<file path="src/rtl/pbs_pkg.sv">
// shared constants, codes and types for the packet block sequencer
package pbs_pkg;

	// fixed geometry: the ring and row fields have fixed widths, so these are not parameters
	localparam int unsigned FINE_CHANNELS = 4096;
	localparam int unsigned FC_BITS = 12;
	localparam int unsigned BEAMS = 8;
	localparam int unsigned RING_BLOCKS = 4;
	localparam int unsigned RB_BITS = 2;

	localparam int unsigned SEQ_W = 48;
	localparam int unsigned CHAN_W = 12;
	localparam int unsigned BEAM_W = 4;
	localparam int unsigned CNT_W = 16;
	localparam int unsigned RUN_W = 8;
	localparam int unsigned ROW_W = 15;
	localparam int unsigned OUTCOME_W = 2;
	localparam int unsigned MISS_W = 17;
	localparam int unsigned MBEAM_W = 4;

	localparam logic [OUTCOME_W-1:0] OUTCOME_ACCEPTED = 2'd0;
	localparam logic [OUTCOME_W-1:0] OUTCOME_LATE = 2'd1;
	localparam logic [OUTCOME_W-1:0] OUTCOME_OUT_OF_SEQ = 2'd2;
	localparam logic [OUTCOME_W-1:0] OUTCOME_BAD_BEAM = 2'd3;

	typedef struct packed {
		logic [SEQ_W-1:0] seq_count;
		logic [CHAN_W-1:0] first_chan;
		logic [BEAM_W-1:0] beam_id;
		logic [CHAN_W-1:0] chan_count;
	} pbs_hdr_t;

	typedef struct packed {
		logic [SEQ_W-1:0] start;
		logic [RUN_W-1:0] run;
		logic [RING_BLOCKS-1:0][CNT_W-1:0] counts;
		logic [CHAN_W-1:0] lat_first;
		logic [CHAN_W-1:0] lat_count;
	} pbs_state_t;

	typedef struct packed {
		logic [OUTCOME_W-1:0] outcome;
		logic [RB_BITS-1:0] dest_block;
		logic [ROW_W-1:0] dest_row;
		logic chan_mismatch;
		logic block_filled;
		logic [RB_BITS-1:0] filled_block;
		logic [SEQ_W-1:0] filled_start;
		logic [MBEAM_W-1:0] missed_beams;
		logic [CHAN_W-1:0] missed_packets;
		logic resynced;
		logic [SEQ_W-1:0] current_start;
	} pbs_res_t;

endpackage

</file>
<file path="src/rtl/pbs_decide.sv">
// classifies one registered header against the sequencer state and forms next state and result
module pbs_decide (
	input  pbs_pkg::pbs_hdr_t   hdr,
	input  pbs_pkg::pbs_state_t st,
	output pbs_pkg::pbs_state_t nxt,
	output pbs_pkg::pbs_res_t   res
);

	localparam logic [pbs_pkg::SEQ_W-1:0] FC_SEQ = pbs_pkg::SEQ_W'(pbs_pkg::FINE_CHANNELS);
	localparam logic [pbs_pkg::SEQ_W-1:0] WIN_END = pbs_pkg::SEQ_W'(2 * pbs_pkg::FINE_CHANNELS);
	localparam logic [pbs_pkg::SEQ_W-1:0] CLOSE_AT =
		pbs_pkg::SEQ_W'(3 * (pbs_pkg::FINE_CHANNELS / 2));
	localparam logic [pbs_pkg::SEQ_W-1:0] LATE_END =
		pbs_pkg::SEQ_W'(2 * pbs_pkg::FINE_CHANNELS * pbs_pkg::RING_BLOCKS);
	localparam logic [pbs_pkg::MISS_W-1:0] TOTAL =
		pbs_pkg::MISS_W'(pbs_pkg::BEAMS * pbs_pkg::FINE_CHANNELS);
	localparam logic [pbs_pkg::RUN_W-1:0] RUN_LIMIT = pbs_pkg::RUN_W'(2 * pbs_pkg::BEAMS);
	localparam logic [pbs_pkg::BEAM_W-1:0] BEAM_LIMIT = pbs_pkg::BEAM_W'(pbs_pkg::BEAMS);

	logic [pbs_pkg::SEQ_W-1:0] ahead;
	logic [pbs_pkg::SEQ_W-1:0] back;
	logic [pbs_pkg::RB_BITS-1:0] cb;
	logic [pbs_pkg::RB_BITS-1:0] pb;
	logic [pbs_pkg::RB_BITS-1:0] clr_idx;
	logic in_window;
	logic closing;
	logic late;
	logic [pbs_pkg::MISS_W-1:0] got;
	logic [pbs_pkg::MISS_W-1:0] miss;
	logic [pbs_pkg::RB_BITS-1:0] diff;
	logic [pbs_pkg::SEQ_W-1:0] resync_p;
	logic [pbs_pkg::RB_BITS-1:0] rs_cb;
	logic [pbs_pkg::RB_BITS-1:0] rs_nx;
	logic [pbs_pkg::RUN_W-1:0] run_inc;

	assign ahead = hdr.seq_count - st.start;
	assign back = st.start - hdr.seq_count;
	assign cb = st.start[pbs_pkg::FC_BITS +: pbs_pkg::RB_BITS];
	assign pb = hdr.seq_count[pbs_pkg::FC_BITS +: pbs_pkg::RB_BITS];
	// block after the new current block once this one closes
	assign clr_idx = cb + pbs_pkg::RB_BITS'(2);

	assign in_window = !ahead[pbs_pkg::SEQ_W-1] && (ahead < WIN_END);
	assign closing = in_window && (ahead >= CLOSE_AT);
	assign late = ahead[pbs_pkg::SEQ_W-1] && (back < LATE_END);

	assign got = pbs_pkg::MISS_W'(st.counts[cb]);
	assign miss = (got > TOTAL) ? '0 : (TOTAL - got);

	// move the packet forward onto the ring slot of the current block
	assign diff = cb - pb;
	assign resync_p = hdr.seq_count + {{(pbs_pkg::SEQ_W - pbs_pkg::FC_BITS - pbs_pkg::RB_BITS){1'b0}},
		diff, {pbs_pkg::FC_BITS{1'b0}}};
	assign rs_cb = resync_p[pbs_pkg::FC_BITS +: pbs_pkg::RB_BITS];
	assign rs_nx = rs_cb + pbs_pkg::RB_BITS'(1);

	assign run_inc = (st.run != '1) ? (st.run + pbs_pkg::RUN_W'(1)) : st.run;

	always_comb begin
		nxt = st;
		res = '0;
		if (in_window) begin
			if (closing) begin
				res.block_filled = 1'b1;
				res.filled_block = cb;
				res.filled_start = st.start;
				res.missed_beams = miss[pbs_pkg::FC_BITS +: pbs_pkg::MBEAM_W];
				res.missed_packets = miss[pbs_pkg::FC_BITS-1:0];
				nxt.start = st.start + FC_SEQ;
				nxt.lat_first = '0;
				nxt.lat_count = '0;
				nxt.counts[clr_idx] = '0;
			end
			nxt.run = '0;
			if (nxt.counts[pb] != '1) begin
				nxt.counts[pb] = nxt.counts[pb] + pbs_pkg::CNT_W'(1);
			end
			if (hdr.beam_id >= BEAM_LIMIT) begin
				res.outcome = pbs_pkg::OUTCOME_BAD_BEAM;
			end else begin
				// zero channel count means nothing latched for this period yet
				if (nxt.lat_count == '0) begin
					nxt.lat_count = hdr.chan_count;
					nxt.lat_first = hdr.first_chan;
				end
				res.outcome = pbs_pkg::OUTCOME_ACCEPTED;
				res.dest_block = pb;
				res.dest_row = {hdr.beam_id[pbs_pkg::ROW_W-pbs_pkg::FC_BITS-1:0],
					hdr.seq_count[pbs_pkg::FC_BITS-1:0]};
				res.chan_mismatch = (hdr.first_chan != nxt.lat_first) ||
					(hdr.chan_count != nxt.lat_count);
			end
		end else if (late) begin
			res.outcome = pbs_pkg::OUTCOME_LATE;
		end else begin
			res.outcome = pbs_pkg::OUTCOME_OUT_OF_SEQ;
			nxt.run = run_inc;
			if (run_inc > RUN_LIMIT) begin
				nxt.start = {resync_p[pbs_pkg::SEQ_W-1:pbs_pkg::FC_BITS], {pbs_pkg::FC_BITS{1'b0}}};
				nxt.lat_first = '0;
				nxt.lat_count = '0;
				nxt.counts[rs_cb] = '0;
				nxt.counts[rs_nx] = '0;
				res.resynced = 1'b1;
			end
		end
		res.current_start = nxt.start;
	end

endmodule

</file>
<file path="src/rtl/packet_block_sequencer.sv">
// top level of the packet block sequencer: header register, decision logic, result register
//
//  channel  | valid     | stall     | payload
//  ---------+-----------+-----------+-----------------------------------------------
//  header   | hdr_valid | hdr_stall | seq_count first_chan beam_id chan_count
//  result   | res_valid | res_stall | outcome dest_block dest_row chan_mismatch ...
//
// one request per cycle sustained while no result is stalled; a header taken into the header register
// is offered as a result from the result register
// the decision is combinational between the header register and the result register,
// and the sequencer state register loads in the same cycle as the result register
// arst_n clears the start count, run counter, block counters and channel latches
// a stalled result holds the result register and, with it, the header register
module packet_block_sequencer (
	input  logic        clk,
	input  logic        arst_n,
	input  logic        hdr_valid,
	output logic        hdr_stall,
	input  logic [47:0] seq_count,
	input  logic [11:0] first_chan,
	input  logic [3:0]  beam_id,
	input  logic [11:0] chan_count,
	output logic        res_valid,
	input  logic        res_stall,
	output logic [1:0]  outcome,
	output logic [1:0]  dest_block,
	output logic [14:0] dest_row,
	output logic        chan_mismatch,
	output logic        block_filled,
	output logic [1:0]  filled_block,
	output logic [47:0] filled_start,
	output logic [3:0]  missed_beams,
	output logic [11:0] missed_packets,
	output logic        resynced,
	output logic [47:0] current_start
);

	pbs_pkg::pbs_hdr_t hdr_s1;
	logic valid_s1;
	pbs_pkg::pbs_state_t state_q;
	pbs_pkg::pbs_state_t state_nxt;
	pbs_pkg::pbs_res_t res_comb;
	pbs_pkg::pbs_res_t res_s2;
	logic valid_s2;
	logic advance;

	// result slot frees when empty or being taken
	assign advance = !valid_s2 || !res_stall;
	assign hdr_stall = valid_s1 && !advance;

	always_ff @(posedge clk or negedge arst_n) begin
		if (!arst_n) begin
			valid_s1 <= 1'b0;
		end else if (!hdr_stall) begin
			valid_s1 <= hdr_valid;
		end
	end

	always_ff @(posedge clk) begin
		if (!hdr_stall && hdr_valid) begin
			hdr_s1 <= '{seq_count: seq_count, first_chan: first_chan,
				beam_id: beam_id, chan_count: chan_count};
		end
	end

	pbs_decide u_decide (
		.hdr (hdr_s1),
		.st  (state_q),
		.nxt (state_nxt),
		.res (res_comb)
	);

	always_ff @(posedge clk or negedge arst_n) begin
		if (!arst_n) begin
			valid_s2 <= 1'b0;
			state_q <= '0;
		end else if (advance) begin
			valid_s2 <= valid_s1;
			if (valid_s1) begin
				state_q <= state_nxt;
			end
		end
	end

	always_ff @(posedge clk) begin
		if (advance && valid_s1) begin
			res_s2 <= res_comb;
		end
	end

	assign res_valid = valid_s2;
	assign outcome = res_s2.outcome;
	assign dest_block = res_s2.dest_block;
	assign dest_row = res_s2.dest_row;
	assign chan_mismatch = res_s2.chan_mismatch;
	assign block_filled = res_s2.block_filled;
	assign filled_block = res_s2.filled_block;
	assign filled_start = res_s2.filled_start;
	assign missed_beams = res_s2.missed_beams;
	assign missed_packets = res_s2.missed_packets;
	assign resynced = res_s2.resynced;
	assign current_start = res_s2.current_start;

endmodule
</file>
<file path="config.mk">
export PLATFORM = sky130hd
export DESIGN_NAME = packet_block_sequencer
export DESIGN_NICKNAME = d
export VERILOG_FILES = /design/src/rtl/pbs_pkg.sv /design/src/rtl/pbs_decide.sv /design/src/rtl/packet_block_sequencer.sv
export SDC_FILE = /design/constraint.sdc
export NUM_CORES = 1
export LEC_CHECK = 0
export BUFFER_PORTS_ARGS = -buffer_cell sky130_fd_sc_hd__buf_2
export CAP_MARGIN = 10
export CELL_PAD_IN_SITES_DETAIL_PLACEMENT = 1
export CELL_PAD_IN_SITES_GLOBAL_PLACEMENT = 1
export CORE_MARGIN = 5
export CORE_UTILIZATION = 52
export CTS_CLUSTER_DIAMETER = 200
export DETAILED_ROUTE_END_ITERATION = 10
export GPL_ROUTABILITY_DRIVEN = 0
export PLACE_DENSITY_LB_ADDON = 0.1
export SLEW_MARGIN = 20
export SYNTH_ARGS = -nofsm -noshare
export SYNTH_HDL_FRONTEND = slang
export SYNTH_HIERARCHICAL = 1
export SYNTH_SLANG_ARGS = --single-unit
</file>
<file path="constraint.sdc">
create_clock -name clk -period 11.5 [get_ports clk]
set_clock_uncertainty 0.1 [all_clocks]
set_input_delay 1.725 -clock clk [delete_from_list [all_inputs] [get_ports clk]]
set_output_delay 1.725 -clock clk [all_outputs]
set_load 0.02 [all_outputs]
</file>
== Word level (Yosys, flattened, before mapping) ==
Index checks and enable logic that the tools add are counted.

* Register bits: 358
* Latch bits: 0
* Bits in writable memories: 0
* Bits in read-only memories: 0
* Input bits: 80
* Logic and storage cells: 121
* Memories: 0

* $add $sub $neg: 10
* $mul: 0
* Div/mod/pow operators: 0
* Magnitude comparators: 15
* Equality and inequality tests: 5
* Shift operators: 0
* Muxes and demuxes: 32
* Bitwise logic cells: 8
* Reductions and logical operators: 26

{| class="wikitable"
|+ Operators by type and width
! kind !! number
|-
| $mux W144 || 2
|-
| $mux W88 || 3
|-
| $and A64 B64 Y64 || 3
|-
| $not A64 Y64 || 3
|-
| $demux W16 S2 || 4
|-
| $mux W16 || 7
|-
| $mux W24 || 4
|-
| $mux W48 || 2
|-
| $sub A48 B48 Y48 || 2
|-
| $mux W67 || 1
|-
| $bmux W16 S2 || 2
|-
| $bwmux W64 || 1
|-
| $mux W64 || 1
|-
| $add A48 B13 Y48 const B || 1
|-
| $add A48 B14 Y48 || 1
|-
| $ge A48 B13 Y1 const B || 1
|-
| $lt A48 B14 Y1 const B || 1
|-
| $lt A48 B16 Y1 const B || 1
|-
| $ne A12 B12 Y1 || 2
|-
| $add A16 B1 Y16 const B || 1
|-
| $gt A16 B16 Y1 const B || 1
|-
| $ne A16 B16 Y1 const B || 1
|-
| $sub A16 B16 Y16 const A || 1
|-
| $lt A2 B3 Y1 const B || 5
|-
| 23 further kinds || 45
|}

== Longest topological paths before layout ==
* Depth in word-level cells: 15
* Mapped depth: 27
* Depth with buffers taken out: 22

== Modules after synthesis ==
The synthesis kept the hierarchy.

{| class="wikitable"
|+ Modules (own cells, without submodules)
! module !! times used !! cells an instance !! area each (sq um) !! sequential area each (sq um)
|-
| pbs_decide || 1 || 1990 || 12812.3 || 0.0
|-
| packet_block_sequencer || 1 || 524 || 12059.1 || 10019.6
|}

== Worst setup path before layout ==
OpenSTA, ideal clock, no wires.

* Kind: reg2reg
* From: reg state_q[108] (netlist bit)
* To: reg state_q[31] (netlist bit)
* Arrival: 6.282 ns
* Required time: 11.275 ns
* Slack: 4.994 ns
* Stages on the path, launching flop included: 25
* Buffers on the path: 4
* Clock period less this slack: 6.506 ns
* Cells stage by stage: dfrtp_1 > clkbuf_1 > clkbuf_1 > inv_1 > ha_1 > a21oi_1 > o21ai_2 > a21oi_2 > a31oi_2 > or4_4 > a2111oi_4 > nand4_1 > nor4b_4 > nand4_1 > a22oi_1 > nand3_1 > ha_1 > o21a_4 > nand3_4 > nor3_2 > or4_1 > buf_4 > buf_6 > mux2i_1 > mux2_2

{| class="wikitable"
|+ RTL lines
! element !! RTL line !! RTL
|-
| from (decl) || packet_block_sequencer.sv:40 || <nowiki>pbs_pkg::pbs_state_t state_q;</nowiki>
|-
| from (signal assigned) || packet_block_sequencer.sv:80 || <nowiki>state_q <= state_nxt;</nowiki>
|}

==> results.cfg <==
[power]
combPwrFrac_pct = 52.8
switching_share_pct = 47.7
power_density_mw_per_mm2 = 239
power_frac_seq_pct = 27.6
p_sw_mw = 3.09
p_clk_share_pct = 19.6
p_int_mw = 3.39
leakage_nw = 11.1
peakVddDrop_v = 0.000138

[clock_tree]
post_cts_resized = 0
cts_buffers = 40
clk_pin_slew_worst_paths_ns = 0.06
ctsRootBufferMaster = clkbuf_16
htree_levels = 2
clk_latency_ns = 0.60
tritoncts = yes
clockBufferDepth = 3
cts_hold_buf = 0
cts_num_sinks = 358
cts_setup_buffers = 0

[route]
totalWireLength_mm = 88.0
ant_nets = 0
wire_per_inst_um = 26.9
drt_iter0_markers = 2157
avgViaCountPerCell = 6.66
drcViolationCount = 0
num_vias = 21800
dr.pass1.iters = 5

[grt]
grt_max_degree = 82
overflow = 0
grt_pass1_vias = 23100
antenna_found_initial = 4
grt_use_total_pct = 32.5
grt_pass1_wl_mm = 136

[place]
hpwlAfterDp_mm = 64.4
placed_area_mm2 = 0.0259
place_ws_ns = 3.62
portBuffers = 217

[yosys]
ys_warn_count = 6
synthArstFlopShare_pct = 40.8
synth_area_mm2 = 0.0249
synthCells = 2514
synthFlopType = edfxtp_1
syn_area_per_cell_um2 = 9.89
ys_ff_latch = 358
synth_cell_types = 107
ys_seq_area_share_pct = 40.3
synth_nets = 2701
synth_edf_count = 212

[timing]
report.final.slew_viol_count = 0
hold_viol = 0
period_share_pct = 73.0
rsz0062_at_grt = false
fin_crit_ns = 8.40
worstMarginPinSlew_ns = 1.15
setup_ws_ns = 3.10
setup_viol = 0
fin_tns_setup_ns = 0
max_freq_mhz = 119
slew_headroom_pct = 22.9

[critical_path]
cp_data_arrival_time_ns = 8.76
critical_path_buf_inv_count = 4
slowest_stage = nor2_1
critPathKind = reg -> reg
crit_required_ns = 11.87
max_stage_delay_ns = 0.96
worst_setup_path_start_kind = register
critical_path.endpoint_type = register
crit_path_cell_trace = buf_4, inv_1, ha_1, nand4_1, a211oi_1, o21ai_0, a21oi_1, o21ai_0, a21boi_0, o2111ai_1, nor4_1, a41o_1, nand2b_1, buf_4, inv_2, nor2_1, a211oi_1, mux2_4
crit_fanout = 37
crit_family = compound AO/OA/AOI/OAI gates

[cells_and_area]
final_area_mm2 = 0.0272
fillCellCount = 5307
multi_input_area_mm2 = 0.0133
nets = 2807
area.sequential_mm2 = 0.0100
area_growth_pct = 9.22
drive_above_1_share_pct = 19.3

[flow_run]
maxCapViolations = 0

[floorplan]
die_area_mm2 = 0.0523
core-area_mm2 = 0.0475
row_count = 80
io_pins = 218
chipWidth_um = 229
initial_core_util_pct = 52.3
fp.dieH_um = 229

[worst_hold_path]
min_path_type = reg -> reg

[run_status]
status = finished clean
==> through the flow <==
stage               instances  power (mW)  util [%]  hold WS [ns]
floorplan                2514        4.17         -         0.342
global placement         3193        5.01      54.5         0.362
detailed placement       3193        5.09      54.5         0.409
CTS                      3266        6.40      57.1         0.422
global route             3267        6.76      57.1         0.450
finish                   3267        6.49      57.1         0.413
==> final timing paths <==
kind	startpoint	endpoint	slack [ns]	depth (start not counted)
worst max register to register	hdr_s1[41]	state_q[109]	3.10	18
worst min-delay path	valid_s1	res_valid	0.41	1
max in group asynchronous	arst_n	state_q[139]	8.62	2
min in group asynchronous	arst_n	state_q[96]	1.04	1
worst max-delay path	hdr_s1[41]	state_q[109]	3.10	18
worst min register to register	valid_s1	res_valid	0.41	1
==> power groups by stage <==
stage	registers (mW)	clock network [mW]	logic (mW)
after global routing	1.81	1.36	3.59
after detailed placement	1.81	0	3.29
after global placement	1.79	0	3.22
after CTS	1.78	1.30	3.32
final	1.79	1.27	3.42
after floorplan	1.84	0	2.33
==> per-layer routing <==
metal	GRT usage (%)	share of wire, %
met5	0	0.028
met4	14.9	5.1
met3	6.25	7.5
met2	54.7	48
met1	40.5	39
==> cell type report <==
type	count	share of cell area, %
clock inverters	22	0.751
flip-flops and latches	358	36.9
repair buffers	241	4.68
diodes	1	0.00921
inverters	145	2.00
multi-input cells	1834	48.9
well taps	615	2.83
clock buffers	51	3.91
==> state kept, by name, indices dropped and copies added (netlist names) <==
signal / count
missed_beams: 4
resynced: 1
dest_block: 2
current_start: 48
state_q: 144
block_filled: 1
hdr_s1: 76
res_valid: 1
chan_mismatch: 1
missed_packets: 12
dest_row: 15
valid_s1: 1
filled_start: 48
outcome: 2
filled_block: 2
==> cells in the mapped netlist, drive strengths merged (54+ instances only) <==
cell | instances | area (µm²)
edfxtp | 212 | 6370
nand2 | 185 | 694
a21oi | 171 | 878
nor2 | 171 | 642
mux2 | 147 | 1840
dfrtp | 146 | 3650
inv | 145 | 544
o21ai | 137 | 689
buf | 117 | 840
ha | 104 | 1300
nand3 | 102 | 523
xnor2 | 77 | 674
nor4 | 73 | 478
clkbuf | 60 | 225
nand4 | 59 | 375
nor3 | 54 | 280
==> logic make-up after synthesis <==
kind of cell / after synthesis / share of synthesized area [%]
xor gates and xnor gates: 105 / 3.70
muxes: 214 / 11.2
DFF: 358 / 40.3
and+or+nand+nor: 791 / 16.3
buffers and inverters: 322 / 6.47
AOI/OAI and AO/OA: 617 / 16.5
adders and majority gates: 107 / 5.47
==> cells in the final DEF, fill, tap and decap left out, drive strengths merged, types with 17 or more instances in the layout <==
cell type	synthesis	final
o21a	29	29
xor2	28	28
or3	20	20
mux2	147	147
a211oi	20	20
o22ai	18	18
a22o	28	28
nor3	54	54
nor4	73	73
xnor2	77	77
dfrtp	146	146
and2	26	26
nand2	185	185
buf	117	241
and3	27	27
a21o	45	45
o21ai	137	137
nand4	59	59
mux4	23	23
nand3	102	102
ha	104	104
o21bai	17	17
mux2i	44	44
inv	145	147
a21oi	171	171
nor2	171	171
clkbuf	60	51
edfxtp	212	212
a31oi	18	18
No activity file was read; power rests on OpenSTA's default activity.
